## src/hdl/sdfd_pkg.sv

```systemverilog
// Shared types, constants and calendar helpers for the start date-time block.
package sdfd_pkg;

	// Only the low DURATION_BITS bits of the duration take part (17..32).
	localparam int DURATION_BITS = 32;
	localparam int DUR_IN_W      = 32;
	localparam int TOD_W         = 17;

	localparam logic [TOD_W-1:0] SECS_PER_DAY  = TOD_W'(86400);
	localparam logic [TOD_W-1:0] SECS_PER_HOUR = TOD_W'(3600);
	localparam logic [TOD_W-1:0] SECS_PER_MIN  = TOD_W'(60);

	localparam logic [7:0] MAX_YEAR   = 8'd99;
	localparam logic [7:0] MAX_MONTH  = 8'd12;
	localparam logic [7:0] MAX_HOUR   = 8'd23;
	localparam logic [7:0] MAX_MINSEC = 8'd59;
	localparam logic [7:0] FEBRUARY   = 8'd2;
	localparam logic [7:0] DECEMBER   = 8'd12;
	localparam logic [7:0] LEAP_FEB   = 8'd29;

	typedef struct packed {
		logic [7:0]          end_year;
		logic [7:0]          end_month;
		logic [7:0]          end_day;
		logic [7:0]          end_hour;
		logic [7:0]          end_minute;
		logic [7:0]          end_second;
		logic [DUR_IN_W-1:0] duration_seconds;
	} req_word_t;

	typedef struct packed {
		logic       valid_res;
		logic [6:0] start_year;
		logic [3:0] start_month;
		logic [4:0] start_day;
		logic [4:0] start_hour;
		logic [5:0] start_minute;
		logic [5:0] start_second;
	} res_word_t;

	typedef struct packed {
		logic load;
		logic prep;
		logic diff;
		logic walk;
		logic hour;
		logic minute;
		logic finish;
	} dp_cmd_t;

	typedef struct packed {
		logic ok;
		logic same_day;
		logic walk_end;
		logic ge_hour;
		logic ge_min;
	} dp_stat_t;

	// Length of a month in a common year; months outside 1..12 read as 31.
	function automatic logic [7:0] month_days(input logic [7:0] m);
		logic [7:0] len;
		case (m) inside
			8'd2:                    len = 8'd28;
			8'd4, 8'd6, 8'd9, 8'd11: len = 8'd30;
			default:                 len = 8'd31;
		endcase
		return len;
	endfunction

	// Every two-digit year maps to 1993..2092, where the century rule never
	// applies and 2000 is a leap year, so divisibility by four decides.
	function automatic logic is_leap(input logic [7:0] y);
		return (y[1:0] == 2'b00);
	endfunction

endpackage

```

## src/hdl/sdfd_req_if.sv

```systemverilog
// Request channel: end date-time and duration with a valid/ready handshake.
interface sdfd_req_if;
	import sdfd_pkg::*;

	logic      valid;
	logic      ready;
	req_word_t data;

	modport source (output valid, output data, input ready);
	modport sink   (input valid, input data, output ready);
endinterface

```

## src/hdl/sdfd_res_if.sv

```systemverilog
// Result channel: start date-time and valid flag with a valid/ready handshake.
interface sdfd_res_if;
	import sdfd_pkg::*;

	logic      valid;
	logic      ready;
	res_word_t data;

	modport source (output valid, output data, input ready);
	modport sink   (input valid, input data, output ready);
endinterface

```

## src/hdl/start_datetime_from_duration.sv

```systemverilog
// Top level: start date-time found by stepping back from an end date-time.
//
// A request word carries an end date-time (two-digit year, month, day, hour,
// minute, second) and a duration in seconds. The result word carries the
// start date-time that lies that many seconds earlier and a valid flag; on
// an invalid request the flag and every field are zero.
// One request is worked on at a time: request.ready is high only while the
// block is idle. After acceptance the controller works out the time of day
// and validation, then the difference, then steps back one calendar day at a
// time for a span that crosses midnight, then counts off hours and minutes.
// The result is held in an output register with result.valid high until
// result.ready takes it, and only then is the next request accepted, so a
// stalled receiver simply holds the block.
// Reset clears the controller to idle; no result is pending after it.
module start_datetime_from_duration (
	input logic      clk,
	input logic      arst_n,
	sdfd_req_if.sink request,
	sdfd_res_if.source result
);
	import sdfd_pkg::*;

	dp_cmd_t  cmd;
	dp_stat_t stat;

	sdfd_ctrl u_ctrl (
		.clk       (clk),
		.arst_n    (arst_n),
		.req_valid (request.valid),
		.req_ready (request.ready),
		.res_valid (result.valid),
		.res_ready (result.ready),
		.stat      (stat),
		.cmd       (cmd)
	);

	sdfd_dp u_dp (
		.clk  (clk),
		.req  (request.data),
		.cmd  (cmd),
		.stat (stat),
		.res  (result.data)
	);
endmodule

```

## src/hdl/sdfd_dp.sv

```systemverilog
// Datapath: input capture, validation, day walk and time-of-day split.
module sdfd_dp (
	input  logic                clk,
	input  sdfd_pkg::req_word_t req,
	input  sdfd_pkg::dp_cmd_t   cmd,
	output sdfd_pkg::dp_stat_t  stat,
	output sdfd_pkg::res_word_t res
);
	import sdfd_pkg::*;

	logic [7:0]               year_q, month_q, day_q;
	logic [7:0]               hour_q, minute_q, second_q;
	logic [DURATION_BITS-1:0] dur_q;
	logic [DURATION_BITS-1:0] rem_q;
	logic [TOD_W-1:0]         tod_q;
	logic [TOD_W-1:0]         t_q;
	logic [4:0]               hcnt_q;
	logic [5:0]               mcnt_q;
	logic                     ok_q;
	res_word_t                res_q;

	logic [19:0]              tod_full;
	logic [7:0]               lim;
	logic                     in_ok;
	logic [DURATION_BITS-1:0] tod_ext;
	logic [DURATION_BITS-1:0] day_ext;
	logic [7:0]               prev_y, prev_m, prev_d;

	assign tod_full = 20'(hour_q) * 20'd3600 + 20'(minute_q) * 20'd60 + 20'(second_q);

	always_comb begin
		lim = month_days(month_q);
		if (month_q == FEBRUARY && is_leap(year_q)) begin
			lim = LEAP_FEB;
		end
		in_ok = (year_q <= MAX_YEAR) && (month_q != 8'd0) && (month_q <= MAX_MONTH)
			&& (day_q != 8'd0) && (day_q <= lim) && (hour_q <= MAX_HOUR)
			&& (minute_q <= MAX_MINSEC) && (second_q <= MAX_MINSEC) && (dur_q != '0);
	end

	// One day back, borrowing from the month and, in January, from the year.
	always_comb begin
		prev_y = year_q;
		prev_m = month_q;
		prev_d = day_q - 8'd1;
		if (day_q == 8'd1) begin
			prev_m = month_q - 8'd1;
			if (prev_m == 8'd0) begin
				prev_m = DECEMBER;
				prev_y = (year_q == 8'd0) ? MAX_YEAR : year_q - 8'd1;
			end
			prev_d = (prev_m == FEBRUARY && is_leap(year_q)) ? LEAP_FEB : month_days(prev_m);
		end
	end

	assign tod_ext = DURATION_BITS'(tod_q);
	assign day_ext = DURATION_BITS'(SECS_PER_DAY);

	assign stat.ok       = ok_q;
	assign stat.same_day = (tod_ext >= dur_q);
	assign stat.walk_end = (rem_q <= day_ext);
	assign stat.ge_hour  = (t_q >= SECS_PER_HOUR);
	assign stat.ge_min   = (t_q >= SECS_PER_MIN);

	always_ff @(posedge clk) begin
		if (cmd.load) begin
			year_q   <= req.end_year;
			month_q  <= req.end_month;
			day_q    <= req.end_day;
			hour_q   <= req.end_hour;
			minute_q <= req.end_minute;
			second_q <= req.end_second;
			dur_q    <= req.duration_seconds[DURATION_BITS-1:0];
		end
		if (cmd.prep) begin
			tod_q <= tod_full[TOD_W-1:0];
			ok_q  <= in_ok;
		end
		if (cmd.diff) begin
			hcnt_q <= '0;
			mcnt_q <= '0;
			if (stat.same_day) begin
				t_q <= tod_q - dur_q[TOD_W-1:0];
			end else begin
				rem_q <= dur_q - tod_ext;
			end
		end
		if (cmd.walk) begin
			year_q  <= prev_y;
			month_q <= prev_m;
			day_q   <= prev_d;
			if (stat.walk_end) begin
				t_q <= SECS_PER_DAY - rem_q[TOD_W-1:0];
			end else begin
				rem_q <= rem_q - day_ext;
			end
		end
		if (cmd.hour) begin
			t_q    <= t_q - SECS_PER_HOUR;
			hcnt_q <= hcnt_q + 5'd1;
		end
		if (cmd.minute) begin
			t_q    <= t_q - SECS_PER_MIN;
			mcnt_q <= mcnt_q + 6'd1;
		end
		if (cmd.finish) begin
			if (ok_q) begin
				res_q.valid_res    <= 1'b1;
				res_q.start_year   <= year_q[6:0];
				res_q.start_month  <= month_q[3:0];
				res_q.start_day    <= day_q[4:0];
				res_q.start_hour   <= hcnt_q;
				res_q.start_minute <= mcnt_q;
				res_q.start_second <= t_q[5:0];
			end else begin
				res_q <= '0;
			end
		end
	end

	assign res = res_q;
endmodule

```

## src/hdl/sdfd_ctrl.sv

```systemverilog
// Controller: sequences capture, validation, day walk and time split.
module sdfd_ctrl (
	input  logic               clk,
	input  logic               arst_n,
	input  logic               req_valid,
	output logic               req_ready,
	output logic               res_valid,
	input  logic               res_ready,
	input  sdfd_pkg::dp_stat_t stat,
	output sdfd_pkg::dp_cmd_t  cmd
);
	import sdfd_pkg::*;

	typedef enum logic [6:0] {
		S_IDLE = 7'b0000001,
		S_PREP = 7'b0000010,
		S_DIFF = 7'b0000100,
		S_WALK = 7'b0001000,
		S_HOUR = 7'b0010000,
		S_MIN  = 7'b0100000,
		S_DONE = 7'b1000000
	} state_t;

	state_t state_q, state_d;

	always_comb begin
		state_d = state_q;
		cmd     = '0;
		case (state_q)
			S_IDLE: begin
				if (req_valid) begin
					cmd.load = 1'b1;
					state_d  = S_PREP;
				end
			end
			S_PREP: begin
				cmd.prep = 1'b1;
				state_d  = S_DIFF;
			end
			S_DIFF: begin
				if (!stat.ok) begin
					cmd.finish = 1'b1;
					state_d    = S_DONE;
				end else begin
					cmd.diff = 1'b1;
					state_d  = stat.same_day ? S_HOUR : S_WALK;
				end
			end
			S_WALK: begin
				cmd.walk = 1'b1;
				if (stat.walk_end) begin
					state_d = S_HOUR;
				end
			end
			S_HOUR: begin
				if (stat.ge_hour) begin
					cmd.hour = 1'b1;
				end else begin
					state_d = S_MIN;
				end
			end
			S_MIN: begin
				if (stat.ge_min) begin
					cmd.minute = 1'b1;
				end else begin
					cmd.finish = 1'b1;
					state_d    = S_DONE;
				end
			end
			S_DONE: begin
				if (res_ready) begin
					state_d = S_IDLE;
				end
			end
			default: begin
				state_d = S_IDLE;
			end
		endcase
	end

	always_ff @(posedge clk or negedge arst_n) begin
		if (!arst_n) begin
			state_q <= S_IDLE;
		end else begin
			state_q <= state_d;
		end
	end

	assign req_ready = (state_q == S_IDLE);
	assign res_valid = (state_q == S_DONE);
endmodule

```

## src/flat_wrapper.sv

```systemverilog
// flat-port wrapper written by rule: the top's interface ports become plain ports
module start_datetime_from_duration_flat import sdfd_pkg::*;
  (clk, arst_n, request_valid, request_data, request_ready, result_valid, result_data, result_ready);
  sdfd_req_if request_i ();
  sdfd_res_if result_i ();
  input logic clk;
  input logic arst_n;
  input wire logic [$bits(request_i.valid)-1:0] request_valid;
  input wire logic [$bits(request_i.data)-1:0] request_data;
  output wire logic [$bits(request_i.ready)-1:0] request_ready;
  output wire logic [$bits(result_i.valid)-1:0] result_valid;
  output wire logic [$bits(result_i.data)-1:0] result_data;
  input wire logic [$bits(result_i.ready)-1:0] result_ready;
  assign request_i.valid = request_valid;
  assign request_i.data = request_data;
  assign request_ready = request_i.ready;
  assign result_valid = result_i.valid;
  assign result_data = result_i.data;
  assign result_i.ready = result_ready;
  start_datetime_from_duration u_core (.clk(clk), .arst_n(arst_n), .request(request_i), .result(result_i));
endmodule
```

## config.mk

```make
export PLATFORM = sky130hd
export DESIGN_NAME = start_datetime_from_duration_flat
export DESIGN_NICKNAME = d
export VERILOG_FILES = /design/src/hdl/sdfd_pkg.sv /design/src/hdl/sdfd_req_if.sv /design/src/hdl/sdfd_res_if.sv /design/src/hdl/start_datetime_from_duration.sv /design/src/hdl/sdfd_dp.sv /design/src/hdl/sdfd_ctrl.sv /design/src/flat_wrapper.sv
export SDC_FILE = /design/constraint.sdc
export NUM_CORES = 1
export LEC_CHECK = 0
export BUFFER_PORTS_ARGS = -buffer_cell sky130_fd_sc_hd__buf_2
export CAP_MARGIN = 15
export CORE_AREA = 2 2 161 202
export DETAILED_ROUTE_END_ITERATION = 7
export DIE_AREA = 0 0 163 204
export GPL_ROUTABILITY_DRIVEN = 0
export PLACE_DENSITY = 0.66
export SLEW_MARGIN = 20
export SYNTH_ARGS = -nofsm -noshare
export SYNTH_HDL_FRONTEND = slang
export SYNTH_SLANG_ARGS = --single-unit
```

## constraint.sdc

```tcl
create_clock -name clk -period 9.05 [get_ports clk]
set_input_delay 1.3575 -clock clk [delete_from_list [all_inputs] [get_ports clk]]
set_output_delay 1.3575 -clock clk [all_outputs]
set_load 0.01 [all_outputs]
```

Word-level counts from Yosys, hierarchy flattened
Index checks and enable logic that the tools add are counted.
{"block": "word_totals", "out_inout_bits": 36, "inputBits": 84, "ff_bits": 199, "elab_cells": 150}
{"block": "classes", "order_cmp": 10, "mul": 2, "n_addsub": 13, "n_eq_ne": 25, "reduce_logical": 24, "mux": 55}
{"cell": "$mux 32", "n": 4}
{"cell": "$mux 8", "n": 14}
{"cell": "$mux 17", "n": 6}
{"cell": "$pmux 7 s7", "n": 1}
{"cell": "$mux 7", "n": 6}
{"cell": "$mux 34", "n": 1}
{"cell": "$eq 8x3->1 const B", "n": 4}
{"cell": "$eq 8x4->1 const B", "n": 4}
{"cell": "$ge 17x32->1", "n": 1}
{"cell": "$le 32x17->1 const B", "n": 1}
{"cell": "$reduce_bool 32->1", "n": 1}
{"cell": "$sub 32x17->32", "n": 1}
{"cell": "$sub 32x17->32 const B", "n": 1}
{"cell": "$sub 8x1->8 const B", "n": 3}
{"cell": "$add 17x14->17", "n": 1}
{"cell": "$add 17x8->17", "n": 1}
{"cell": "$ge 17x12->1 const B", "n": 1}
{"cell": "$ge 17x6->1 const B", "n": 1}
{"cell": "$sub 17x12->17 const B", "n": 1}
{"cell": "$sub 17x17->17", "n": 1}
{"cell": "$sub 17x17->17 const A", "n": 1}
{"cell": "$sub 17x6->17 const B", "n": 1}
{"cell": "$eq 8x2->1 const B", "n": 2}
{"cell": "$le 8x6->1 const B", "n": 2}
{"cell": "other kinds (32)", "n": 69}

Depth between registers and ports, before layout
Gate-level depths: netlist of run 1.
{"block": "depth", "word_depth": 11, "ltp_mapped": 20}

By module
A second synthesis of run 1 with hierarchy kept.
{"block": "hier_totals", "cells_unflattened": 1411, "area_unflattened_um2": 13834.5}
{"module": "sdfd_dp", "n_inst": 1, "cells_per_inst": 1352, "area_each_um2": 13330.3}
{"module": "sdfd_ctrl", "n_inst": 1, "cells_per_inst": 59, "area_each_um2": 504.2}

Worst setup path after synthesis of run 1
Ideal clock, no wire load.
{"block": "synth_path", "kind": "reg2reg", "start": "register u_core.u_dp.minute_q[3]", "end": "register u_core.u_dp.tod_q[16] (data pin)", "path_stages_with_launch": 21, "required_ns": 8.790, "period_less_slack_ns": 4.473, "setup_slack_ns": 4.577, "arrival_ns": 4.213, "setup_time_ns": 0.260, "path_buffers": 0, "path_cell_list": "edfxtp_1 > inv_1 > fa_1 > fa_1 > inv_1 > ha_1 > nor2b_1 > o21ai_0 > a21boi_0 > o21a_1 > o21ai_0 > nand2b_1 > a21oi_1 > xnor2_1 > ha_1 > ha_1 > or3_1 > o211ai_1 > o21bai_1 > nand2_1 > xnor2_1"}
{"block": "synth_via", "elab_chain_len": 3}
{"item": "start, declared", "line_no": "sdfd_dp.sv:12", "source": "logic [7:0] hour_q, minute_q, second_q;"}
{"item": "start signal, assigned", "line_no": "sdfd_dp.sv:71", "source": "minute_q <= req.end_minute;"}
{"item": "$mul 8x4->12", "line_no": "sdfd_dp.sv:29", "source": "assign tod_full = 20'(hour_q) * 20'd3600 + 20'(minute_q) * 20'd60 + 20'(second_q);"}
{"item": "$add 17x14->17", "line_no": "sdfd_dp.sv:29"}
{"item": "$add 17x8->17", "line_no": "sdfd_dp.sv:29"}
{"item": "via u_core.u_dp.tod_full[16]", "line_no": "sdfd_dp.sv:22", "source": "logic [19:0] tod_full;"}
{"item": "end signal, assigned", "line_no": "sdfd_dp.sv:76", "source": "tod_q <= tod_full[TOD_W-1:0];"}
{"item": "end, declared", "line_no": "sdfd_dp.sv:15", "source": "logic [TOD_W-1:0] tod_q;"}
The timed path passes the listed nets, and every way through them passes these cells.
A chain may end at the register's enable or synchronous reset.

Final worst setup path of run 1
Same ends and word-level chain as after synthesis.

==> flow_metrics.tcl, run 1 <==
set metrics [dict create \
    pin_count 120 \
    run_status "completed" \
    async_reset_ff_frac 0.0352 \
    drtIter0Drc 532 \
    grt_max_degree 57 \
    cts.sinks 199 \
    synth-edff-count 154 \
    ys_types 82 \
    cts_max_level 4 \
    holdWs_ns 0.423 \
    grt_first_pass_wirelength_um 50600 \
    antenna_found_initial 2 \
    timing.fmax_ghz 0.209 \
    firstDrtPassIters 5 \
    cts_tree "built" \
    synth_area_um2 13600 \
    pwr_density_cell_nw_per_um2 408 \
    cts_buffers 17 \
    vias 10400 \
    drtAntennaViolNets 0 \
    dp_slack_ns 4.26 \
    max_cap_violations 0 \
    synthCells 1386 \
    setup_violations 0 \
    grt.total_usage 0.192 \
    die_area_um2 33300 \
    fin_crit_ns 4.79 \
    ir_worst_vdd_mv 0.363 \
    drc 0 \
    critPathKind "flop to flop" \
    p_sw_frac 0.438 \
    total_power_mw 6.18 \
    routedWlPerCell_um 16.4 \
    fillers 2946 \
    finalCritPeriodShare 0.529 \
    drt-total-wl_um 31400 \
    cts.clk_slew.worst_paths_ns 0.08 \
    vias_per_cell 5.45 \
    num_rows 73 \
    yosysSeqAreaShare 0.409 \
    cts_root_buffer "clkbuf_16" \
    yosysWarnings 0 \
    initial_core_util 0.431 \
    min_path_type "flop to flop" \
    dp_hpwl_um 25000 \
    layout_commonest_cell "edfxtp_1" \
    critPathLaunchType "flop" \
    synth_ff_type "edfxtp_1" \
    p_seq_frac 0.272 \
    critPathMaxFanout 4 \
    clock_skew_ns 0.00988 \
    intPower_mw 3.47 \
    final.setup.worst_slack_ns 4.26 \
    postCtsHoldBufs 0 \
    slew_headroom 0.265 \
    p_comb_frac 0.607 \
    post_cts_buffers 0 \
    p_clk_frac 0.120 \
    cts_resized 0 \
    syn2layout_area_growth_pct 11.6 \
    fin_tns_setup_ns 0 \
    grt_pass1_vias 10200 \
    syn_nets 1615 \
    die_w_um 163 \
    drive_above_1_share 0.132 \
    drv_slew 0 \
    switchingPower_mw 2.70 \
    cts_buffer_depth 2 \
    hold_viol_final 0 \
    fp.dieH_um 204 \
    worst_pin_slew_ns 1.09 \
    io_buffers 119 \
    worst_setup_path_end_kind "flop" \
    required_ns 9.25 \
    ys_ff_latch 199 \
    leakage_nw 6.18 \
    clk_latency_ns 0.45 \
    final_net_count 1715 \
    syn_avg_cell_area_um2 9.80 \
    grt_overflow 0 \
    rsz0062_at_grt "no" \
    core_area_um2 31500 \
    arrival_ns 4.98 \
    most-common-layout-cells "edfxtp_1 (154), ha_1 (119), buf_2 (119), nor2_1 (117), inv_1 (110)" \
]
## cell families after synthesis
| family | Yosys count | share of synthesized area |
|---|---|---|
| fa+ha+maj | 145 | 0.148 |
| simple gates | 437 | 0.163 |
| compound gates | 335 | 0.161 |
| flops | 199 | 0.409 |
| xor+xnor | 102 | 0.0658 |
| buf+inv | 160 | 0.0470 |
| mux | 8 | 0.00589 |
## flip-flops by register name (all words and copies together), names as in the netlist
register               flops
u_core.u_dp.rem_q         32
u_core.u_dp.res           34
u_core.u_dp.tod_q         17
u_core.u_dp.mcnt_q         6
u_core.u_ctrl.state_q      7
u_core.u_dp.t_q           17
u_core.u_dp.ok_q           1
u_core.u_dp.second_q       8
u_core.u_dp.hour_q         8
u_core.u_dp.minute_q       8
u_core.u_dp.year_q         8
u_core.u_dp.day_q          8
u_core.u_dp.month_q        8
u_core.u_dp.hcnt_q         5
u_core.u_dp.dur_q         32
## Yosys cell counts, types with 9 or more instances
cell type / count / area share
o21ai_1: 12 / 0.0044
a31oi_1: 14 / 0.0064
xor2_1: 29 / 0.019
a211oi_1: 21 / 0.012
fa_1: 26 / 0.038
buf_2: 16 / 0.0059
dfxtp_1: 38 / 0.056
edfxtp_1: 154 / 0.34
inv_1: 111 / 0.031
nand3_1: 39 / 0.014
nand2b_1: 10 / 0.0046
nand4_1: 13 / 0.0060
a21o_1: 18 / 0.0099
xnor2_1: 73 / 0.047
or3_1: 19 / 0.0087
nand2_1: 94 / 0.026
clkbuf_1: 26 / 0.0072
o21ai_0: 70 / 0.026
o31ai_1: 9 / 0.0050
nor4_1: 16 / 0.0074
o221ai_1: 9 / 0.0058
o21a_1: 11 / 0.0061
nor2_1: 117 / 0.032
o22ai_1: 9 / 0.0041
and2_1: 30 / 0.014
nor3_1: 40 / 0.015
nor2b_1: 13 / 0.0060
o21bai_1: 9 / 0.0050
ha_1: 119 / 0.11
a21oi_1: 90 / 0.033
## power by group through the flow
stage	combinational (mW)	sequential (mW)	clock, mW
finish	3.75	1.68	0.743
global route	4.26	1.72	0.795
CTS	3.77	1.68	0.757
detailed placement	3.73	1.70	0
global placement	3.65	1.69	0
floorplan	3.03	1.60	0
## layout make-up
type | instances | area (um^2) | area share
flip-flops and latches | 199 | 5560 | 0.367
clock buffers | 19 | 443 | 0.0292
clock inverters | 13 | 139 | 0.00916
multi-input cells | 1027 | 7410 | 0.489
well taps | 412 | 515 | 0.0340
diodes | 2 | 5.00 | 0.000330
inverters | 114 | 430 | 0.0284
repair buffers | 127 | 656 | 0.0433
## routing by layer
layer  global-route usage  share of wire  up-vias
met5                    0        0.00025        -
met4               0.0800          0.036        2
met3               0.0262          0.030       56
met2                0.357           0.53      219
met1                0.218           0.41     4938
li1                     -              -     5207
## worst max-delay path, stage by stage, from the launching register on
cell	delay, ns
edfxtp_1	0.47
inv_1	0.20
fa_1	0.46
fa_1	0.51
inv_1	0.04
ha_1	0.32
nor2b_1	0.14
o21ai_0	0.21
a21boi_0	0.16
o21a_1	0.21
o21ai_0	0.15
nand2b_1	0.07
a21oi_1	0.17
xnor2_1	0.14
ha_1	0.26
ha_1	0.35
or3_1	0.32
o211ai_1	0.14
o21bai_1	0.09
nand2_1	0.08
xnor2_1	0.06
## final timing paths
check | endpoint | cells past startpoint | slack [ns] | startpoint
max | u_core.u_dp.tod_q[16] | 20 | 4.26 | u_core.u_dp.minute_q[3]
min | u_core.u_dp.tod_q[1] | 0 | 0.42 | u_core.u_dp.second_q[1]
max reg2reg | u_core.u_dp.tod_q[16] | 20 | 4.26 | u_core.u_dp.minute_q[3]
min reg2reg | u_core.u_dp.tod_q[1] | 0 | 0.42 | u_core.u_dp.second_q[1]
max in group asynchronous | u_core.u_ctrl.state_q[0] | 1 | 8.09 | arst_n
min in group asynchronous | u_core.u_ctrl.state_q[6] | 1 | 0.73 | arst_n
## stage by stage
step | cell area [um^2] | utilization | instances
after floorplan | 13600 | - | 1386
after global placement | 14600 | 0.462 | 1879
after detailed placement | 14600 | 0.462 | 1879
after CTS | 15200 | 0.481 | 1911
after global routing | 15200 | 0.481 | 1912
final | 15200 | 0.481 | 1913
No activity file was read; power rests on OpenSTA's default activity.
==> run 2: changes to the inputs <==
- PLACE_DENSITY: 0.66 -> 0.69
- clock period: 9.05 -> 4.3 ns (I/O delays scaled with it)
==> run 2 against run 1 <==
Against the previous run:
- the flow now finishes with violations (setup timing)
- fmax grew 8.4%
- global-route usage up 0.98 points
- sequential cell count stayed put
- final cell count increased by 2.5%
- first-iteration DRC count up 16%
- core utilization up 2.0 points
- worst setup slack lost 4.4 ns
==> flow_metrics.tcl, run 2 (synthesized netlist as in run 1, its figures left out) <==
set metrics [dict create \
    drtAntennaViolNets 0 \
    r2r_setup_slack_ns -0.11 \
    slew_headroom 0.248 \
    cts.sinks 199 \
    crit_family "adder cells" \
    slowest_stage "fa_1" \
    critical_path_buf_inv_count 2 \
    cts.clk_slew.worst_paths_ns 0.08 \
    timing.fmax_ghz 0.227 \
    required_ns 4.50 \
    cts_root_buffer "clkbuf_16" \
    routedWlPerCell_um 16.8 \
    worst_setup_path_end_kind "flop" \
    grt_max_degree 36 \
    dp_hpwl_um 25800 \
    drc 0 \
    clock_skew_ns 0.0143 \
    vias 10700 \
    worst_pin_slew_ns 1.12 \
    drv_slew 0 \
    drtIter0Drc 615 \
    vias_per_cell 5.46 \
    slowest_delay_ns 0.50 \
    crit_chain "inv_2 > fa_1 > fa_1 > inv_2 > ha_4 > nor2b_1 > o21ai_1 > a21boi_1 > o21a_1 > o21ai_1 > nand2b_1 > a21oi_2 > xnor2_1 > ha_1 > ha_4 > or3_1 > o211ai_1 > o21bai_1 > nand2_1 > xnor2_1" \
    most-common-layout-cells "edfxtp_1 (154), buf_2 (119), nor2_1 (117), ha_1 (109), inv_1 (105)" \
    grt_overflow 0 \
    critPathMaxFanout 3 \
    die_w_um 163 \
    critPathLaunchType "flop" \
    min_path_type "input port to flop" \
    grt_pass1_vias 10800 \
    firstDrtPassIters 7 \
    cts_buffers 17 \
    final-seq-area_um2 5560 \
    hold_viol_final 0 \
    dp_slack_ns -0.181 \
    cts_buffer_depth 2 \
    final_net_count 1764 \
    antenna_found_initial 2 \
    fp.dieH_um 204 \
    fin_crit_ns 4.41 \
    cts_tree "built" \
    violations "setup timing" \
    critPathKind "flop to flop" \
    arrival_ns 4.62 \
    drive_above_1_share 0.180 \
    final.setup.worst_slack_ns -0.113 \
    grt.total_usage 0.202 \
    layout_commonest_cell "edfxtp_1" \
    drt-total-wl_um 33000 \
    final_core_util 0.501 \
    grt_first_pass_wirelength_um 53000 \
    largest_reg_flops 34 \
    syn2layout_area_growth_pct 16.1 \
    multi_input_area_um2 7620 \
    cts_max_level 4 \
    num_rows 73 \
    finalCritPeriodShare 1.03 \
    core_area_um2 31500 \
    pin_count 120 \
    run_status "complete, but fails checks" \
    setup_violations 3 \
    clk_latency_ns 0.46 \
    fillers 2864 \
    initial_core_util 0.431 \
    rsz0062_at_grt "yes" \
    io_buffers 119 \
    max_cap_violations 0 \
    die_area_um2 33300 \
]
==> run 2: timing repair <==
item / in CTS / in global routing
gates resized for setup: 14 / 19
hold buffers: 1 / 0
pin swaps: 17 / 30
hold endpoints to repair: 6 / 0
setup endpoints to repair: 4 / 7
buffers inserted: 3 / 5
==> run 2: layer usage <==
metal | share of wire | vias to the layer above | GRT usage
li1 | - | 5296 | -
met1 | 0.40 | 5059 | 0.223
met2 | 0.53 | 276 | 0.379
met3 | 0.033 | 72 | 0.0276
met4 | 0.040 | 2 | 0.0932
met5 | 0.00021 | - | 0
==> run 2: stage by stage <==
| stage | TNS (ns) | cell area (um^2) | instances | hold slack, ns |
|---|---|---|---|---|
| after detailed placement | -0.553 | 14900 | 1919 | 0.408 |
| after floorplan | 0 | 13600 | 1386 | 0.349 |
| after CTS | -0.363 | 15600 | 1955 | 0.347 |
| after global placement | -0.240 | 14900 | 1919 | 0.409 |
| after global routing | -0.954 | 15800 | 1961 | 0.347 |
| final | -0.225 | 15800 | 1961 | 0.358 |
==> run 2: final cells by class <==
cell class | instances | area share
Multi-Input combinational cell | 1027 | 0.483
Clock buffer | 18 | 0.0285
Inverter | 114 | 0.0273
Sequential cell | 199 | 0.352
Clock inverter | 14 | 0.0108
Timing Repair Buffer | 176 | 0.0653
Tap cell | 412 | 0.0327
Antenna cell | 1 | 0.000159
==> run 2: final timing paths <==
kind,from,endpoint,depth (start not counted)
setup / recovery,u_core.u_dp.minute_q[2],u_core.u_dp.tod_q[16],20
hold / removal,request_data[36],u_core.u_dp.second_q[4],1
setup reg to reg,u_core.u_dp.minute_q[2],u_core.u_dp.tod_q[16],20
hold reg to reg,u_core.u_dp.second_q[1],u_core.u_dp.tod_q[1],0
max in group asynchronous,arst_n,u_core.u_ctrl.state_q[0],2
min in group asynchronous,arst_n,u_core.u_ctrl.state_q[6],2
Power of run 2 is left out: the tool's default activity adds up to more than one toggle a clock period on the data nets, which glitch-free logic cannot reach.
